==> src/design/lru_pkg.sv <==
// Package: shared types and constants for the LRU page replacement block.
`default_nettype none

package lru_pkg;

	localparam int CFG_W   = 4;
	localparam int FAULT_W = 32;

	localparam logic [CFG_W-1:0] CFG_RESET = 4'd8;

	typedef enum logic [1:0] {
		ST_IDLE,
		ST_SCAN,
		ST_UPDATE
	} state_t;

	typedef struct packed {
		logic match;
		logic take;
	} cmp_res_t;

endpackage

`default_nettype wire

==> src/design/lru_cmp_unit.sv <==
// Shared compare unit: page match and minimum-stamp test for one frame entry.
`default_nettype none

module lru_cmp_unit #(
	parameter int PAGE_BITS  = 16,
	parameter int STAMP_BITS = 32
) (
	input  wire logic [PAGE_BITS-1:0]  pg,
	input  wire logic                  e_valid,
	input  wire logic [PAGE_BITS-1:0]  e_page,
	input  wire logic [STAMP_BITS-1:0] e_stamp,
	input  wire logic [STAMP_BITS-1:0] min_stamp,
	input  wire logic                  first,
	output lru_pkg::cmp_res_t          res
);

	always_comb begin
		res.match = e_valid && (e_page == pg);
		res.take  = first || (e_stamp < min_stamp);
	end

endmodule

`default_nettype wire

==> src/design/lru_frame_store.sv <==
// Frame store: page/stamp memory with per-frame valid flops.
`default_nettype none

module lru_frame_store #(
	parameter int DEPTH      = 8,
	parameter int PAGE_BITS  = 16,
	parameter int STAMP_BITS = 32,
	parameter int IDX_W      = 3
) (
	input  wire logic                  clk,
	input  wire logic                  arst_n,
	input  wire logic [IDX_W-1:0]      rd_addr,
	output logic                       rd_valid,
	output logic [PAGE_BITS-1:0]       rd_page,
	output logic [STAMP_BITS-1:0]      rd_stamp,
	input  wire logic                  wr_en,
	input  wire logic [IDX_W-1:0]      wr_addr,
	input  wire logic [PAGE_BITS-1:0]  wr_page,
	input  wire logic [STAMP_BITS-1:0] wr_stamp
);

	localparam int WORD_W = PAGE_BITS + STAMP_BITS;

	logic [WORD_W-1:0] mem [DEPTH];
	logic [DEPTH-1:0]  valid_q;
	logic [WORD_W-1:0] rd_word_q;
	logic              rd_valid_q;

	always_ff @(posedge clk) begin
		if (wr_en) begin
			mem[wr_addr] <= {wr_page, wr_stamp};
		end
		rd_word_q <= mem[rd_addr];
	end

	always_ff @(posedge clk or negedge arst_n) begin
		if (!arst_n) begin
			valid_q    <= '0;
			rd_valid_q <= 1'b0;
		end else begin
			if (wr_en) begin
				valid_q[wr_addr] <= 1'b1;
			end
			rd_valid_q <= valid_q[rd_addr];
		end
	end

	// never-written frames read as zero
	always_comb begin
		rd_valid = rd_valid_q;
		rd_page  = rd_valid_q ? rd_word_q[WORD_W-1:STAMP_BITS] : '0;
		rd_stamp = rd_valid_q ? rd_word_q[STAMP_BITS-1:0] : '0;
	end

endmodule

`default_nettype wire

==> src/design/lru_page_replacement_top.sv <==
// Top level: LRU page replacement with per-frame last-use timestamps.
// Flow: accept in idle, then a scan of the active frames one by one, then an update state
//   that waits on the output handshake before the result is registered.
// A new request is accepted only in idle, once the previous one has committed its result.
// Reset clears frame valid flops, reference clock, fault counter; frames_in_use = 8.
`default_nettype none

module lru_page_replacement_top #(
	parameter int MAX_FRAMES = 8,
	parameter int PAGE_BITS  = 16,
	parameter int STAMP_BITS = 32
) (
	input  wire logic                          clk,
	input  wire logic                          arst_n,
	input  wire logic                          cfg_we,
	input  wire logic [lru_pkg::CFG_W-1:0]     cfg_wdata,
	input  wire logic                          in_valid,
	output logic                               in_ready,
	input  wire logic [PAGE_BITS-1:0]          page,
	output logic                               out_valid,
	input  wire logic                          out_ready,
	output logic                               hit,
	output logic [$clog2((MAX_FRAMES > 1) ? MAX_FRAMES : 2)-1:0] frame_index,
	output logic                               evicted_valid,
	output logic [PAGE_BITS-1:0]               evicted_page,
	output logic [lru_pkg::FAULT_W-1:0]        fault_total
);

	localparam int IDX_W = (MAX_FRAMES > 1) ? $clog2(MAX_FRAMES) : 1;
	localparam int CNT_W = $clog2(MAX_FRAMES + 1);
	localparam int CW    = (CNT_W > lru_pkg::CFG_W) ? CNT_W : lru_pkg::CFG_W;

	lru_pkg::state_t state_q, state_d;

	logic [lru_pkg::CFG_W-1:0]   cfg_q;
	logic [STAMP_BITS-1:0]       ref_clk_q;
	logic [lru_pkg::FAULT_W-1:0] fault_q;
	logic [PAGE_BITS-1:0]        pg_q;
	logic [IDX_W-1:0]            last_q;
	logic [IDX_W:0]              idx_q;
	logic                        dv_q;
	logic [IDX_W-1:0]            dk_q;
	logic                        found_q;
	logic [IDX_W-1:0]            pick_q;
	logic [STAMP_BITS-1:0]       min_stamp_q;
	logic [IDX_W-1:0]            min_idx_q;
	logic [PAGE_BITS-1:0]        min_page_q;
	logic                        min_valid_q;
	logic                        out_valid_q;
	logic                        hit_q;
	logic [IDX_W-1:0]            frame_index_q;
	logic                        evicted_valid_q;
	logic [PAGE_BITS-1:0]        evicted_page_q;

	logic                  accept;
	logic                  commit;
	logic                  issue_en;
	logic [CW-1:0]         cfg_ext;
	logic [CW-1:0]         n_act;
	logic [IDX_W-1:0]      last_idx;
	logic [IDX_W-1:0]      rd_addr;
	logic                  rd_valid;
	logic [PAGE_BITS-1:0]  rd_page;
	logic [STAMP_BITS-1:0] rd_stamp;
	logic                  wr_en;
	logic [IDX_W-1:0]      wr_addr;
	logic [PAGE_BITS-1:0]  wr_page;
	logic [STAMP_BITS-1:0] wr_stamp;
	lru_pkg::cmp_res_t     cmp;

	// active frame count, clamped to 1..MAX_FRAMES
	always_comb begin
		cfg_ext = CW'(cfg_q);
		if (cfg_ext == '0) begin
			n_act = CW'(1);
		end else if (cfg_ext > CW'(MAX_FRAMES)) begin
			n_act = CW'(MAX_FRAMES);
		end else begin
			n_act = cfg_ext;
		end
		last_idx = IDX_W'(n_act - CW'(1));
	end

	lru_frame_store #(
		.DEPTH     (MAX_FRAMES),
		.PAGE_BITS (PAGE_BITS),
		.STAMP_BITS(STAMP_BITS),
		.IDX_W     (IDX_W)
	) u_store (
		.clk     (clk),
		.arst_n  (arst_n),
		.rd_addr (rd_addr),
		.rd_valid(rd_valid),
		.rd_page (rd_page),
		.rd_stamp(rd_stamp),
		.wr_en   (wr_en),
		.wr_addr (wr_addr),
		.wr_page (wr_page),
		.wr_stamp(wr_stamp)
	);

	lru_cmp_unit #(
		.PAGE_BITS (PAGE_BITS),
		.STAMP_BITS(STAMP_BITS)
	) u_cmp (
		.pg       (pg_q),
		.e_valid  (rd_valid),
		.e_page   (rd_page),
		.e_stamp  (rd_stamp),
		.min_stamp(min_stamp_q),
		.first    (dk_q == '0),
		.res      (cmp)
	);

	always_comb begin
		state_d = state_q;
		case (state_q)
			lru_pkg::ST_IDLE: begin
				if (in_valid) begin
					state_d = lru_pkg::ST_SCAN;
				end
			end
			lru_pkg::ST_SCAN: begin
				if (dv_q && (dk_q == last_q)) begin
					state_d = lru_pkg::ST_UPDATE;
				end
			end
			lru_pkg::ST_UPDATE: begin
				if (commit) begin
					state_d = lru_pkg::ST_IDLE;
				end
			end
			default: state_d = lru_pkg::ST_IDLE;
		endcase
	end

	always_comb begin
		in_ready = 1'b0;
		commit   = 1'b0;
		issue_en = 1'b0;
		rd_addr  = '0;
		wr_en    = 1'b0;
		wr_addr  = dk_q;
		wr_page  = rd_page;
		wr_stamp = ref_clk_q;
		case (state_q)
			lru_pkg::ST_IDLE: begin
				in_ready = 1'b1;
			end
			lru_pkg::ST_SCAN: begin
				issue_en = (idx_q <= {1'b0, last_q});
				rd_addr  = idx_q[IDX_W-1:0];
				wr_en    = dv_q && cmp.match;
			end
			lru_pkg::ST_UPDATE: begin
				commit  = !out_valid_q || out_ready;
				wr_en   = commit && !found_q;
				wr_addr = min_idx_q;
				wr_page = pg_q;
			end
			default: begin
				in_ready = 1'b0;
			end
		endcase
	end

	assign accept = in_valid && in_ready;

	always_ff @(posedge clk or negedge arst_n) begin
		if (!arst_n) begin
			state_q     <= lru_pkg::ST_IDLE;
			cfg_q       <= lru_pkg::CFG_RESET;
			ref_clk_q   <= '0;
			fault_q     <= '0;
			idx_q       <= '0;
			dv_q        <= 1'b0;
			dk_q        <= '0;
			found_q     <= 1'b0;
			out_valid_q <= 1'b0;
		end else begin
			state_q <= state_d;
			if (cfg_we) begin
				cfg_q <= cfg_wdata;
			end
			if (accept) begin
				if (ref_clk_q != '1) begin
					ref_clk_q <= ref_clk_q + {{(STAMP_BITS-1){1'b0}}, 1'b1};
				end
				idx_q   <= {{IDX_W{1'b0}}, 1'b1};
				dv_q    <= 1'b1;
				dk_q    <= '0;
				found_q <= 1'b0;
			end else if (state_q == lru_pkg::ST_SCAN) begin
				dv_q <= issue_en;
				dk_q <= idx_q[IDX_W-1:0];
				if (issue_en) begin
					idx_q <= idx_q + {{IDX_W{1'b0}}, 1'b1};
				end
				if (dv_q && cmp.match) begin
					found_q <= 1'b1;
				end
			end else begin
				dv_q <= 1'b0;
			end
			if (commit && !found_q && (fault_q != '1)) begin
				fault_q <= fault_q + {{(lru_pkg::FAULT_W-1){1'b0}}, 1'b1};
			end
			if (commit) begin
				out_valid_q <= 1'b1;
			end else if (out_ready) begin
				out_valid_q <= 1'b0;
			end
		end
	end

	always_ff @(posedge clk) begin
		if (accept) begin
			pg_q   <= page;
			last_q <= last_idx;
		end
		if ((state_q == lru_pkg::ST_SCAN) && dv_q) begin
			if (cmp.match && !found_q) begin
				pick_q <= dk_q;
			end
			if (cmp.take) begin
				min_stamp_q <= rd_stamp;
				min_idx_q   <= dk_q;
				min_page_q  <= rd_page;
				min_valid_q <= rd_valid;
			end
		end
		if (commit) begin
			hit_q           <= found_q;
			frame_index_q   <= found_q ? pick_q : min_idx_q;
			evicted_valid_q <= !found_q && min_valid_q;
			evicted_page_q  <= (!found_q && min_valid_q) ? min_page_q : '0;
		end
	end

	assign out_valid     = out_valid_q;
	assign hit           = hit_q;
	assign frame_index   = frame_index_q;
	assign evicted_valid = evicted_valid_q;
	assign evicted_page  = evicted_page_q;
	assign fault_total   = fault_q;

	a_hit_no_evict: assert property (@(posedge clk) disable iff (!arst_n)
		out_valid && hit |-> !evicted_valid && (evicted_page == '0))
		else $error("hit transaction reports an eviction");

	a_fault_monotonic: assert property (@(posedge clk) disable iff (!arst_n)
		commit |=> fault_q >= $past(fault_q))
		else $error("fault counter decreased");

	a_write_window: assert property (@(posedge clk) disable iff (!arst_n)
		wr_en |-> (state_q == lru_pkg::ST_SCAN) || (state_q == lru_pkg::ST_UPDATE))
		else $error("frame store written outside scan or update");

	a_stamp_nonzero: assert property (@(posedge clk) disable iff (!arst_n)
		state_q == lru_pkg::ST_SCAN |-> ref_clk_q != '0)
		else $error("zero reference stamp during scan");

	a_scan_bound: assert property (@(posedge clk) disable iff (!arst_n)
		(state_q == lru_pkg::ST_SCAN) && dv_q |-> dk_q <= last_q)
		else $error("scan ran past the active frames");

endmodule

`default_nettype wire

==> config.mk <==
export PLATFORM = sky130hd
export DESIGN_NAME = lru_page_replacement_top
export DESIGN_NICKNAME = d
export VERILOG_FILES = /design/src/design/lru_pkg.sv /design/src/design/lru_cmp_unit.sv /design/src/design/lru_frame_store.sv /design/src/design/lru_page_replacement_top.sv
export SDC_FILE = /design/constraint.sdc
export NUM_CORES = 1
export LEC_CHECK = 0
export CAP_MARGIN = 20
export CORE_UTILIZATION = 52
export CTS_CLUSTER_SIZE = 14
export DETAILED_ROUTE_END_ITERATION = 8
export DONT_BUFFER_PORTS = 1
export MAX_ROUTING_LAYER = met4
export PLACE_DENSITY = 0.69
export SLEW_MARGIN = 20
export SYNTH_ARGS = -nofsm -noshare
export SYNTH_HDL_FRONTEND = slang
export SYNTH_SLANG_ARGS = --single-unit
==> constraint.sdc <==
create_clock -name clk -period 8.4 [get_ports clk]
set_input_delay 0.84 -clock clk [delete_from_list [all_inputs] [get_ports clk]]
set_output_delay 0.84 -clock clk [all_outputs]
set_load 0.1 [all_outputs]
# Yosys cells after proc, flatten, opt, wreduce, memory -nomap -nowiden
# Memories as Yosys holds them, arrays and structs flattened. A register that Yosys moved wholly into a read port is not among the register bits.
# Cells that the tools add are included.
# classes
n_lt_le_gt_ge	6
add_sub_neg	4
n_mux	34
bitwise	1
n_eq_ne	9
reduce_logical	28
# op_table
operator	n
adder 32 x 1 -> 32 bit, second input constant	2
!= test 32 bit, second input constant	2
less-than comparator 32 bit	1
two-way mux 16 bit	2
two-way mux 32 bit	1
two-way mux 3 bit	7
equality test 16 bit	1
two-way mux 1 bit	14
two-way mux 4 bit	3
logical AND 1 bit	11
AND reduction 2 bit	5
less-than comparator 3 x 4 -> 1 bit, second input constant	2
bitwise OR 8 bit	1
nonzero test 2 bit	4
two-way mux 2 bit	3
!= test 2 bit, second input constant	3
case mux 2 bit (3 select lines)	1
adder 4 x 1 -> 4 bit, second input constant	1
greater-than comparator 4 bit, second input constant	1
<= comparator 4 x 3 -> 1 bit	1
logical NOT 4 bit	1
binary-select mux 1 bit (select 3 bit)	1
demux 1 bit (select 3 bit)	1
equality test 3 bit	1
other kinds (10)	12
# word_totals
mem_bits_rw	384
output_inout_bits	55
memories	1
in_bits	25
elab_cells	105
ff_bits	184
# mem_list
memory	words	word_bits	read_ports	rd_clocked_by_memory_dff	wr	line_no	source
u_store.mem	8	48	1	1	1	lru_frame_store.sv:24	logic [WORD_W-1:0] mem [DEPTH];

# Logic depth before layout (Yosys ltp)
# depth
depth_word	7
mapped_depth	10
mapped_depth_nobuf	8

# Hierarchy
# From an unflattened synthesis, not the netlist that was laid out.
# unflattened
cells_unflattened	1344
area_unflattened_um2	24295.8
# modules_own_cells
module	cells_each	area_each_um2	seq_area_each_um2	instances
lru_frame_store	692	16115.5	12717.2	1
lru_page_replacement_top	521	7205.7	4855.9	1
lru_cmp_unit	131	974.7	0.0	1

# Worst setup path before layout
# OpenSTA, ideal clock, no wires.
# synth_timing
path_type	register to register
startpoint	register u_store.rd_valid_q, in the netlist u_store.rd_valid
endpoint	register min_idx_q[0], enable pin
path_stages_with_launch	11
setup_ps	540
t_arrival_ps	6009
n_path_buf	3
setup_slack_ps	1851
required_time_ps	7860
synth_period_minus_slack_ps	6549
path_cell_list	dfrtp_1 > clkbuf_1 > clkbuf_1 > clkbuf_1 > and2_1 > ha_1 > a211oi_1 > o21ai_0 > o311ai_0 > a21oi_1 > a211oi_1
# synth_between
elab_chain_cells	4
# synth_rtl
item	line_no	source
start: declaration	lru_frame_store.sv:27	logic rd_valid_q;
start signal: assignment	lru_frame_store.sv:44	rd_valid_q <= valid_q[rd_addr];
two-way mux 32 bit	lru_frame_store.sv:52	rd_stamp = rd_valid_q ? rd_word_q[STAMP_BITS-1:0] : '0;
via rd_stamp[5]	lru_page_replacement_top.sv:64	logic [STAMP_BITS-1:0] rd_stamp;
less-than comparator 32 bit	lru_cmp_unit.sv:19	res.take = first || (e_stamp < min_stamp);
logical OR 1 bit	lru_cmp_unit.sv:19	
AND reduction 2 bit (no line)	-	
end signal: assignment	lru_page_replacement_top.sv:227	min_idx_q <= dk_q;
end: declaration	lru_page_replacement_top.sv:46	logic [IDX_W-1:0] min_idx_q;
# The timed path passes the listed nets, and every way through them passes these cells.
# A chain may end at the register's enable or synchronous reset.

# Worst setup path in the final report
# layout_timing
startpoint	register state_q[1]
endpoint	memory u_store.mem[3][21] in the netlist's numbering, enable pin
# layout_between
elab_chain_cells	4
word_cells_on_any_way	6
cone_classes	2 x eq/ne; 4 x mux
# layout_rtl
item	line_no	source
start: declaration	lru_page_replacement_top.sv:33	lru_pkg::state_t state_q, state_d;
start signal: assignment	lru_page_replacement_top.sv:171	state_q <= lru_pkg::ST_IDLE;
start signal: assignment	lru_page_replacement_top.sv:181	state_q <= state_d;
equality test 2 bit or equality test 2 x 1 -> 1 bit (tied branches)	lru_page_replacement_top.sv:146	case (state_q)
case mux 1 bit (2 select lines)	lru_page_replacement_top.sv:146	
two-way mux 1 bit	lru_frame_store.sv:30	if (wr_en) begin
two-way mux 1 bit (implied by the code)	lru_frame_store.sv:31	mem[wr_addr] <= {wr_page, wr_stamp};
end: declaration	lru_frame_store.sv:24	
# Several ways; a longest one is shown, not always the timed one.

==> flow_metrics.tcl <==
set metrics [dict create \
    r2r-start "state_q[1]$_DFFE_PN0P_" \
    cpPeakStageDelay_ns 0.75 \
    routed_wl_um 49700 \
    crit_fanout 48 \
    fmax_ghz 0.255 \
    setup-violations-final 0 \
    cts_resized 0 \
    dr.pass1.iters 5 \
    ant_nets 0 \
    place_congestion 0.841 \
    synth_fp_nets 1449 \
    end_kind "flip-flop" \
    fin_cells 2086 \
    die_h_um 219 \
    synthFlopType "edfxtp_1" \
    routedWlPerCell_um 23.8 \
    tns_ns 0 \
    reg2regPathDepth 8 \
    crit_type "reg2reg" \
    floorplan.initialDensity_pct 52.6 \
    tightest_slew_ns 1.11 \
    yosysSeqAreaShare_pct 71.9 \
    portBuffers 0 \
    grt_pass1_vias 12500 \
    async_flop_share_pct 14.4 \
    clock-sinks 616 \
    area_delta_synth_final_pct 12.1 \
    grt_pass1_wl_um 75400 \
    synth_area_sq_um 24500 \
    placed_cell_area_sq_um 25300 \
    final_core_util_pct 59.0 \
    finalCritPeriodShare_pct 46.6 \
    num_antenna_cells 0 \
    crit_arrival_ns 4.12 \
    skew_ns 0.0280 \
    worstPathRequired_ns 8.60 \
    clockBufferDepth 3 \
    rsz0062_at_grt "no" \
    synthTopCellsByArea "edfxtp_1, mux4_2, dfrtp_1" \
    cts_tree "yes" \
    worst_r2r_endpoint "u_store.mem[3][21]$_DFFE_PP_" \
    cts_buffers 66 \
    crit_chain "inv_1 -> ha_1 -> nand2_1 -> a2111o_1 -> nor4_4 -> nand4_2 -> a211oi_4 -> buf_4" \
    grt_max_degree 89 \
    slew_viol_final 0 \
    yosysTopAreaCellShare_pct 58.8 \
    cp-start-kind "flip-flop" \
    synth.distinct_cells 63 \
    rows 79 \
    antenna_found_initial 0 \
    post-synth-top-area-cell "edfxtp_1" \
    cts_root_buf "clkbuf_16" \
    synthCells 1383 \
    dr.first_iter.drc_count 919 \
    num_vias 12300 \
    final_cell_area_sq_um 27400 \
    slew_headroom_pct 26.2 \
    core_area_sq_um 46500 \
    ys_ff_latch 616 \
    viasPerCell 5.91 \
    cap_violations 0 \
    final_cell_mix "edfxtp_1, mux4_2, dfrtp_1, mux2_2, clkbuf_16" \
    r2r_slack_ns 4.48 \
    grt.total_usage_pct 21.9 \
    fp.dieW_um 219 \
    placed_cells_incl_taps 1963 \
    finalCriticalPeriod_ns 3.92 \
    die_area_sq_um 47900 \
    io_pins 80 \
    num-nets-final 1491 \
    status "finished, final reports clean" \
    drt_drc_violations_left 0 \
    cts_max_level 3 \
    p_leak_nw 9.75 \
    final_common_cell "edfxtp_1" \
    synth_edf_count 479 \
    hp-class "in2async" \
    ys.warnings.count 0 \
    clkLatencyLatePin_ns 0.60 \
    slowest_stage "buf_4" \
    drive_gt1_share_pct 21.1 \
    p_per_area_nw_per_um2 326 \
    ir_drop_mv 0.235 \
    avgSynthCellArea_sq_um 17.7 \
    dp.final_hpwl_um 28100 \
    grt_overflow_total 0 \
    clkTransAtPathRegs_ns 0.06 \
    finalHoldViolCount 0 \
]
==> stage by stage <==
step / power (mW) / hold WS [ns] / setup WS [ns]
final: 8.93 / 0.0934 / 4.48
after global routing: 9.31 / 0.0629 / 4.16
after CTS: 9.01 / 0.0616 / 4.44
after detailed placement: 6.20 / 0.460 / 4.46
after global placement: 6.13 / 0.448 / 4.54
after floorplan: 5.65 / 0.434 / 1.85
==> state kept, by name (all words and copies together) (netlist names), 4 cells and up <==
name,count
cfg_ext,4
idx_q,4
u_store.valid_q,8
ref_clk_q,32
min_stamp_q,32
u_store.mem,384
evicted_page,16
min_page_q,16
pg_q,16
fault_total,32
u_store.rd_word_q,48
==> worst max path at each step <==
stage               slack, ns                       start                      endpoint
global route             4.16  u_store.rd_valid$_DFF_PN0_       min_page_q[5]$_DFFE_PP_
CTS                      4.44  u_store.rd_valid$_DFF_PN0_        min_idx_q[2]$_DFFE_PP_
finish                   4.48      state_q[1]$_DFFE_PN0P_  u_store.mem[3][21]$_DFFE_PP_
detailed placement       4.46  u_store.rd_valid$_DFF_PN0_       min_page_q[4]$_DFFE_PP_
global placement         4.54  u_store.rd_valid$_DFF_PN0_       min_page_q[5]$_DFFE_PP_
floorplan                1.85  u_store.rd_valid$_DFF_PN0_        min_idx_q[0]$_DFFE_PP_
==> worst max-delay path: cells and delay by family, from the launching register on <==
family | cells | cell delay, ns
and+or+nand+nor | 3 | 1.02
buffers and inverters | 2 | 0.84
AOI/OAI and AO/OA | 2 | 0.75
adders and majority gates | 1 | 0.46
DFF | 1 | 0.39
==> power breakdown <==
group / internal, mW / switching (mW) / leakage (nW)
clock: 1.61 / 1.17 / 1.02
sequential: 3.84 / 0.502 / 6.03
combinational: 0.777 / 1.02 / 2.69
==> repair_timing <==
action | 4_1_cts | 5_1_grt
buffers inserted | 0 | 0
hold buffers | 1 | 0
endpoints found under the hold margin | 88 | 0
==> cell type report <==
type	instances	area (sq um)
clock buffers	89	1800
clock inverters	33	287
fillers	3422	19000
inverters	53	199
multi-input cells	671	6640
flip-flops and latches	616	17600
well taps	607	759
repair buffers	17	148
==> cells in the mapped netlist (2+ instances only) <==
library cell / number
xnor2_1: 42
xor2_1: 24
mux2_2: 75
nor2_1: 30
o41ai_1: 8
nor4_4: 2
nor2b_1: 14
a32oi_1: 3
nand2b_1: 11
o21ai_0: 17
a211oi_1: 10
edfxtp_1: 479
a2bb2oi_1: 2
clkbuf_1: 25
inv_1: 52
nor4_1: 5
and3_1: 14
dfrtp_1: 88
nor3b_1: 2
a21o_1: 3
a31oi_1: 3
o211ai_1: 2
o31a_1: 2
a21oi_1: 25
mux4_2: 98
nand4b_1: 4
a41oi_1: 2
nand4_1: 30
nand3_1: 25
nand2_1: 48
dfxtp_1: 48
nor3_1: 25
ha_1: 41
buf_1: 7
a2111o_1: 4
buf_2: 10
and4_1: 12
and2_1: 66
==> cell families after synthesis <==
group | count (synthesis) | synth area share [%]
flops | 616 | 71.9
xor+xnor | 66 | 2.36
simple gates | 296 | 6.91
buf+inv | 96 | 1.54
fa+ha+maj | 41 | 2.10
mux | 174 | 12.5
compound gates | 94 | 2.71
==> per-layer routing <==
layer | share of wire, % | track usage, % | up-vias
met1 | 43 | 28.8 | 6399
met4 | 2.4 | 6.55 | 0
li1 | - | - | 5477
met2 | 49 | 34.7 | 351
met5 | 0 | - | -
met3 | 5.4 | 4.38 | 91
No activity file was read; power rests on OpenSTA's default activity.
